## src/rtl/core/clo_pkg.sv

```systemverilog
package clo_pkg;

    localparam int MAX_LINES_DEF = 32;
    localparam int COORD_W       = 24;
    localparam int ID_W          = 16;
    localparam int STATUS_W      = 4;
    localparam int POS_W         = 5;
    localparam int DIFF_W        = COORD_W + 1;
    localparam int PROD_W        = 2 * DIFF_W;
    localparam int ORIENT_W      = PROD_W + 1;
    localparam int BOX_W         = COORD_W + 2;
    localparam int PTOL_W        = 8;
    localparam int ATOL_W        = 16;
    localparam int CFG_IDX_W     = 1;
    localparam int CFG_DATA_W    = 16;

    localparam logic [CFG_IDX_W-1:0] REG_POINT_TOL = 1'd0;
    localparam logic [CFG_IDX_W-1:0] REG_AREA_TOL  = 1'd1;

    localparam logic [STATUS_W-1:0] STS_OK       = 4'd0;
    localparam logic [STATUS_W-1:0] STS_TOO_FEW  = 4'd1;
    localparam logic [STATUS_W-1:0] STS_DUP      = 4'd2;
    localparam logic [STATUS_W-1:0] STS_DEGEN    = 4'd3;
    localparam logic [STATUS_W-1:0] STS_CONTOUR  = 4'd4;
    localparam logic [STATUS_W-1:0] STS_BRANCH   = 4'd5;
    localparam logic [STATUS_W-1:0] STS_WALK_GAP = 4'd6;
    localparam logic [STATUS_W-1:0] STS_AMBIG    = 4'd7;
    localparam logic [STATUS_W-1:0] STS_OPEN     = 4'd8;
    localparam logic [STATUS_W-1:0] STS_SELF_X   = 4'd9;
    localparam logic [STATUS_W-1:0] STS_OVERFLOW = 4'd10;

    typedef struct packed {
        logic signed [COORD_W-1:0] x;
        logic signed [COORD_W-1:0] y;
    } t_pt;

    typedef struct packed {
        logic [ID_W-1:0] id;
        t_pt             s;
        t_pt             e;
    } t_edge;

    typedef struct packed {
        logic [ID_W-1:0]           segment_id;
        logic signed [COORD_W-1:0] start_x;
        logic signed [COORD_W-1:0] start_y;
        logic signed [COORD_W-1:0] end_x;
        logic signed [COORD_W-1:0] end_y;
        logic                      last_segment;
    } t_seg_in;

    typedef struct packed {
        logic [STATUS_W-1:0]       status;
        logic [POS_W-1:0]          position;
        logic [ID_W-1:0]           edge_id;
        logic signed [COORD_W-1:0] vertex_x;
        logic signed [COORD_W-1:0] vertex_y;
        logic                      last_result;
    } t_result;

    typedef struct packed {
        logic start;
        t_pt  a;
        t_pt  b;
        t_pt  c;
    } t_orient_req;

    typedef struct packed {
        logic                       done;
        logic signed [ORIENT_W-1:0] o;
    } t_orient_rsp;

    typedef enum logic [4:0] {
        ST_IDLE, ST_EVAL, ST_DUP_RD, ST_DUP_EX, ST_PA_RD, ST_PA_SEL, ST_PF_RD,
        ST_PF_EX, ST_PF_NEW, ST_DG_RD, ST_DG_EX, ST_PT_DONE, ST_DS_RD, ST_DS_EX,
        ST_W0_RD, ST_W0_EX, ST_WS_RD, ST_WS_EX, ST_WC, ST_CLOSE, ST_X_RD,
        ST_X_EX, ST_XO, ST_XW, ST_X_EV, ST_O_RD, ST_O_EX, ST_O_WAIT
    } t_state;

    typedef enum logic [2:0] {
        OPH_IDLE, OPH_MUL1, OPH_MUL2, OPH_SUB, OPH_DONE
    } t_oph;

    function automatic logic same_pt(t_pt a, t_pt b, logic [PTOL_W-1:0] tol);
        logic signed [DIFF_W-1:0] dx;
        logic signed [DIFF_W-1:0] dy;
        logic [DIFF_W-1:0]        ax;
        logic [DIFF_W-1:0]        ay;
        dx = DIFF_W'(a.x) - DIFF_W'(b.x);
        dy = DIFF_W'(a.y) - DIFF_W'(b.y);
        ax = dx[DIFF_W-1] ? -dx : dx;
        ay = dy[DIFF_W-1] ? -dy : dy;
        return (ax <= DIFF_W'(tol)) && (ay <= DIFF_W'(tol));
    endfunction

    function automatic logic in_box(t_pt a, t_pt b, t_pt p, logic [PTOL_W-1:0] tol);
        logic signed [BOX_W-1:0] t;
        logic signed [BOX_W-1:0] lo_x;
        logic signed [BOX_W-1:0] hi_x;
        logic signed [BOX_W-1:0] lo_y;
        logic signed [BOX_W-1:0] hi_y;
        t    = $signed(BOX_W'(tol));
        lo_x = ((a.x < b.x) ? BOX_W'(a.x) : BOX_W'(b.x)) - t;
        hi_x = ((a.x > b.x) ? BOX_W'(a.x) : BOX_W'(b.x)) + t;
        lo_y = ((a.y < b.y) ? BOX_W'(a.y) : BOX_W'(b.y)) - t;
        hi_y = ((a.y > b.y) ? BOX_W'(a.y) : BOX_W'(b.y)) + t;
        return (lo_x <= BOX_W'(p.x)) && (BOX_W'(p.x) <= hi_x) &&
               (lo_y <= BOX_W'(p.y)) && (BOX_W'(p.y) <= hi_y);
    endfunction

    function automatic logic is_pos(logic signed [ORIENT_W-1:0] o, logic [ATOL_W-1:0] tol);
        return o > $signed(ORIENT_W'(tol));
    endfunction

    function automatic logic is_neg(logic signed [ORIENT_W-1:0] o, logic [ATOL_W-1:0] tol);
        return o < -$signed(ORIENT_W'(tol));
    endfunction

    // Proper crossing, or a collinear endpoint lying on the other edge.
    function automatic logic crosses(logic signed [ORIENT_W-1:0] o1,
                                     logic signed [ORIENT_W-1:0] o2,
                                     logic signed [ORIENT_W-1:0] o3,
                                     logic signed [ORIENT_W-1:0] o4,
                                     t_edge a, t_edge b,
                                     logic [PTOL_W-1:0] ptol,
                                     logic [ATOL_W-1:0] atol);
        logic prop;
        logic touch;
        prop  = ((is_pos(o1, atol) && is_neg(o2, atol)) ||
                 (is_neg(o1, atol) && is_pos(o2, atol))) &&
                ((is_pos(o3, atol) && is_neg(o4, atol)) ||
                 (is_neg(o3, atol) && is_pos(o4, atol)));
        touch = (!is_pos(o1, atol) && !is_neg(o1, atol) && in_box(a.s, a.e, b.s, ptol)) ||
                (!is_pos(o2, atol) && !is_neg(o2, atol) && in_box(a.s, a.e, b.e, ptol)) ||
                (!is_pos(o3, atol) && !is_neg(o3, atol) && in_box(b.s, b.e, a.s, ptol)) ||
                (!is_pos(o4, atol) && !is_neg(o4, atol) && in_box(b.s, b.e, a.e, ptol));
        return prop || touch;
    endfunction

    function automatic t_result err_result(logic [STATUS_W-1:0] code);
        t_result r;
        r             = '0;
        r.status      = code;
        r.last_result = 1'b1;
        return r;
    endfunction

endpackage

```

## src/rtl/core/clo_orient.sv

```systemverilog
module clo_orient
    import clo_pkg::*;
(
    input  logic        i_clk,
    input  logic        i_rst_n,
    input  t_orient_req i_req,
    output t_orient_rsp o_rsp
);

    t_oph r_ph, n_ph;

    logic signed [DIFF_W-1:0]   r_dx1, r_dy2, r_dy1, r_dx2;
    logic signed [PROD_W-1:0]   r_m1, r_m2;
    logic signed [ORIENT_W-1:0] r_o;
    logic signed [DIFF_W-1:0]   op_a, op_b;
    logic signed [PROD_W-1:0]   prod;

    always_comb begin
        n_ph = r_ph;
        case (r_ph)
            OPH_IDLE: if (i_req.start) n_ph = OPH_MUL1;
            OPH_MUL1: n_ph = OPH_MUL2;
            OPH_MUL2: n_ph = OPH_SUB;
            OPH_SUB:  n_ph = OPH_DONE;
            OPH_DONE: n_ph = OPH_IDLE;
            default:  n_ph = OPH_IDLE;
        endcase
    end

    // One multiplier serves both products of the cross product.
    always_comb begin
        case (r_ph)
            OPH_MUL1: begin
                op_a = r_dx1;
                op_b = r_dy2;
            end
            default: begin
                op_a = r_dy1;
                op_b = r_dx2;
            end
        endcase
        prod       = op_a * op_b;
        o_rsp.done = (r_ph == OPH_DONE);
        o_rsp.o    = r_o;
    end

    always_ff @(posedge i_clk) begin
        if (!i_rst_n) begin
            r_ph <= OPH_IDLE;
        end else begin
            r_ph <= n_ph;
        end
    end

    always_ff @(posedge i_clk) begin
        if (r_ph == OPH_IDLE && i_req.start) begin
            r_dx1 <= DIFF_W'(i_req.b.x) - DIFF_W'(i_req.a.x);
            r_dy2 <= DIFF_W'(i_req.c.y) - DIFF_W'(i_req.a.y);
            r_dy1 <= DIFF_W'(i_req.b.y) - DIFF_W'(i_req.a.y);
            r_dx2 <= DIFF_W'(i_req.c.x) - DIFF_W'(i_req.a.x);
        end
        if (r_ph == OPH_MUL1) r_m1 <= prod;
        if (r_ph == OPH_MUL2) r_m2 <= prod;
        if (r_ph == OPH_SUB)  r_o  <= ORIENT_W'(r_m1) - ORIENT_W'(r_m2);
    end

endmodule

```

## config.mk

```make
export PLATFORM = sky130hd
export DESIGN_NAME = clo_orient
export DESIGN_NICKNAME = d
export VERILOG_FILES = /design/src/rtl/core/clo_pkg.sv /design/src/rtl/core/clo_orient.sv
export SDC_FILE = /design/constraint.sdc
export NUM_CORES = 2
export LEC_CHECK = 0
export ABC_AREA = 0
export ABC_CLOCK_PERIOD_IN_PS = 12850
export BUFFER_PORTS_ARGS = -buffer_cell sky130_fd_sc_hd__buf_2
export CORE_MARGIN = 2
export CORE_UTILIZATION = 65
export CTS_CLUSTER_SIZE = 24
export DETAILED_ROUTE_END_ITERATION = 8
export PLACE_DENSITY = 0.8
export SETUP_SLACK_MARGIN = 0.1
export SKIP_CTS_REPAIR_TIMING = 1
export SLEW_MARGIN = 10
export SYNTH_ARGS = -nofsm -noshare
export SYNTH_HDL_FRONTEND = slang
export SYNTH_SLANG_ARGS = --single-unit
```

## constraint.sdc

```tcl
create_clock -name i_clk -period 12.85 [get_ports i_clk]
set_input_delay 0.6425 -clock i_clk [delete_from_list [all_inputs] [get_ports i_clk]]
set_output_delay 0.6425 -clock i_clk [all_outputs]
set_load 0.01 [all_outputs]
```

==> impl_metrics.env <==
export IMPL_cts_tree="yes"
export IMPL_dr_pass1_iters=6
export IMPL_synth_nets=4986
export IMPL_drive_gt1_share_pct=9.36
export IMPL_ys_top_cells_by_count="inv_1 (817), fa_1 (663), nor2_1 (433)"
export IMPL_max_slew_margin_pct=17.8
export IMPL_worstPathArrival_ns=9.71
export IMPL_worst_setup_path_start_kind="flip-flop"
export IMPL_synth_largest_area_cell="fa_1"
export IMPL_num_rows=88
export IMPL_vias_per_cell=5.87
export IMPL_wl_um=95700
export IMPL_route_detailed_drc=0
export IMPL_grt_ovfl_total=0
export IMPL_synth_flop_cell="edfxtp_1"
export IMPL_synth_area_per_cell_um2=9.76
export IMPL_final_nets=5145
export IMPL_grt_pass1_wl_um=155000
export IMPL_slew_violations=0
export IMPL_hold_path_class="input port to flip-flop"
export IMPL_fmax_mhz=106
export IMPL_clock_path_buffers=3
export IMPL_coreArea_mm2=0.0577
export IMPL_htreeDepth=1
export IMPL_ys_ff_latch=254
export IMPL_yosysMostFrequentCell="inv_1"
export IMPL_antenna_found_initial=0
export IMPL_final_setup_viol_count=0
export IMPL_dp_cells=4783
export IMPL_clock_sinks=254
export IMPL_seq_area_frac_synth_pct=20.0
export IMPL_worstSetupPathType="flip-flop to flip-flop"
export IMPL_required_ns=13.17
export IMPL_final_cell_count_no_fill=4835
export IMPL_rsz0062_at_grt="false"
export IMPL_grt_max_degree=146
export IMPL_synth_edf_count=251
export IMPL_port_buffers=198
export IMPL_ios=199
export IMPL_n_antenna_cell=0
export IMPL_synth_area_leaders="fa_1 (35%), edfxtp_1 (20%), ha_1 (9.5%)"
export IMPL_grt_pass1_vias=30000
export IMPL_vias=28400
export IMPL_cts_buffers=28
export IMPL_fp_dieH_um=246
export IMPL_areaGrowthSynthToFinish_pct=7.36
export IMPL_skew_ns=0.0135
export IMPL_r2r_slack_ns=3.46
export IMPL_post_route_period_util_pct=73.1
export IMPL_yosys_warnings=0
export IMPL_synth_area_mm2=0.0380
export IMPL_gp_congestion=0.988
export IMPL_clkTransAtPathRegs_ns=0.06
export IMPL_synth_top_area_share_pct=35.0
export IMPL_async_reset_ff_share_pct=0
export IMPL_initial_utilization_pct=65.8
export IMPL_drv_cap=0
export IMPL_ant_nets=0
export IMPL_first_iter_violations=2527
export IMPL_clockRootBuffer="clkbuf_16"
export IMPL_post_route_util_pct=70.6
export IMPL_final_hold_viol_count=0
export IMPL_crit_fanout=145
export IMPL_setup_tns_ns=0
export IMPL_post_route_min_period_ns=9.39
export IMPL_die_w_um=246
export IMPL_end_kind="flip-flop"
export IMPL_ys_types=82
export IMPL_die_area_mm2=0.0604
export IMPL_status="finished, final reports clean"
export IMPL_synthCells=3889
export IMPL_grt_use_total_pct=33.2
export IMPL_clock_latency_ns=0.59
export IMPL_avgRoutedWirePerCell_um=19.8
export IMPL_post_dp_hpwl_um=76900
export IMPL_worstMarginPinSlew_ns=1.21
-- registers in the layout, summed over array words and instances (netlist names) --
name,count
r_ph,3
r_o,51
r_m2,50
r_dy2,25
r_dx1,25
r_m1,50
r_dy1,25
r_dx2,25
-- through the flow --
stage / hold WS [ns] / worst slack (ns) / area, um^2
final: 0.286 / 3.46 / 40800
after global routing: 0.293 / 3.23 / 40800
after CTS: 0.266 / 3.67 / 40800
after detailed placement: 0.587 / 3.71 / 39900
after global placement: 0.566 / 3.84 / 39900
after floorplan: 0.488 / 1.30 / 38000
-- layout by cell type, fill, tap and decap left out, types with 28 or more instances in the layout --
master / instances
o21ai_0: 75
buf_4: 40
xor2_1: 46
clkbuf_16: 28
nand2_1: 370
edfxtp_1: 251
a21o_1: 85
nor2_1: 433
a21oi_1: 147
inv_1: 817
ha_1: 287
mux2_2: 46
mux2i_1: 33
xnor2_1: 130
fa_1: 663
buf_2: 198
nand3_1: 33
-- cell families after synthesis --
kind of cell | after synthesis | synth area share (%)
fa+ha+maj | 950 | 44.4
mux | 95 | 2.66
flops | 254 | 20.0
xor+xnor | 176 | 4.06
buf+inv | 929 | 9.27
simple gates | 986 | 10.9
compound gates | 499 | 8.69
-- path summary, 6_finish.rpt --
kind,from,end,cells after the start
hold / removal,i_rst_n,r_ph[2],2
setup reg to reg,r_ph[0],r_m2[47],25
setup / recovery,r_ph[0],r_m2[47],25
hold reg to reg,r_ph[2],r_ph[1],1
-- worst max-delay path: stages, from the launching register on --
cell,delay [ns]
dfxtp_1,0.47
nor3b_2,0.29
buf_12,0.67
mux2i_2,1.02
nor2_1,0.15
fa_1,0.53
inv_1,0.05
fa_1,0.48
inv_1,0.06
fa_1,0.52
inv_1,0.07
fa_1,0.53
inv_1,0.05
fa_1,0.44
fa_1,0.51
fa_1,0.42
ha_1,0.37
a211oi_1,0.44
and4b_1,0.24
nand3_1,0.22
a21o_1,0.31
o21bai_2,0.33
o41ai_2,0.16
a221o_1,0.37
a31oi_1,0.21
xnor2_1,0.12
-- layout make-up --
cell class	instances	area (um^2)
clock buffers	30	708
clock inverters	22	186
fillers	4214	16900
inverters	819	3070
multi-input cells	2706	26900
flip-flops and latches	254	7600
well taps	765	957
repair buffers	239	1310
-- routing by layer --
layer / GRT usage [%] / part of all wire [%] / up-vias / wire (um)
met1: 42.6 / 38 / 13900 / 36200
met2: 54.4 / 46 / 1484 / 44400
met5: 0 / 0 / - / 0
met3: 6.41 / 9.9 / 368 / 9470
met4: 16.2 / 5.8 / 0 / 5590
li1: - / - / 12600 / -
Power is left out: the tool's default activity adds up to more than one toggle a clock period on the data nets, which glitch-free logic cannot reach.
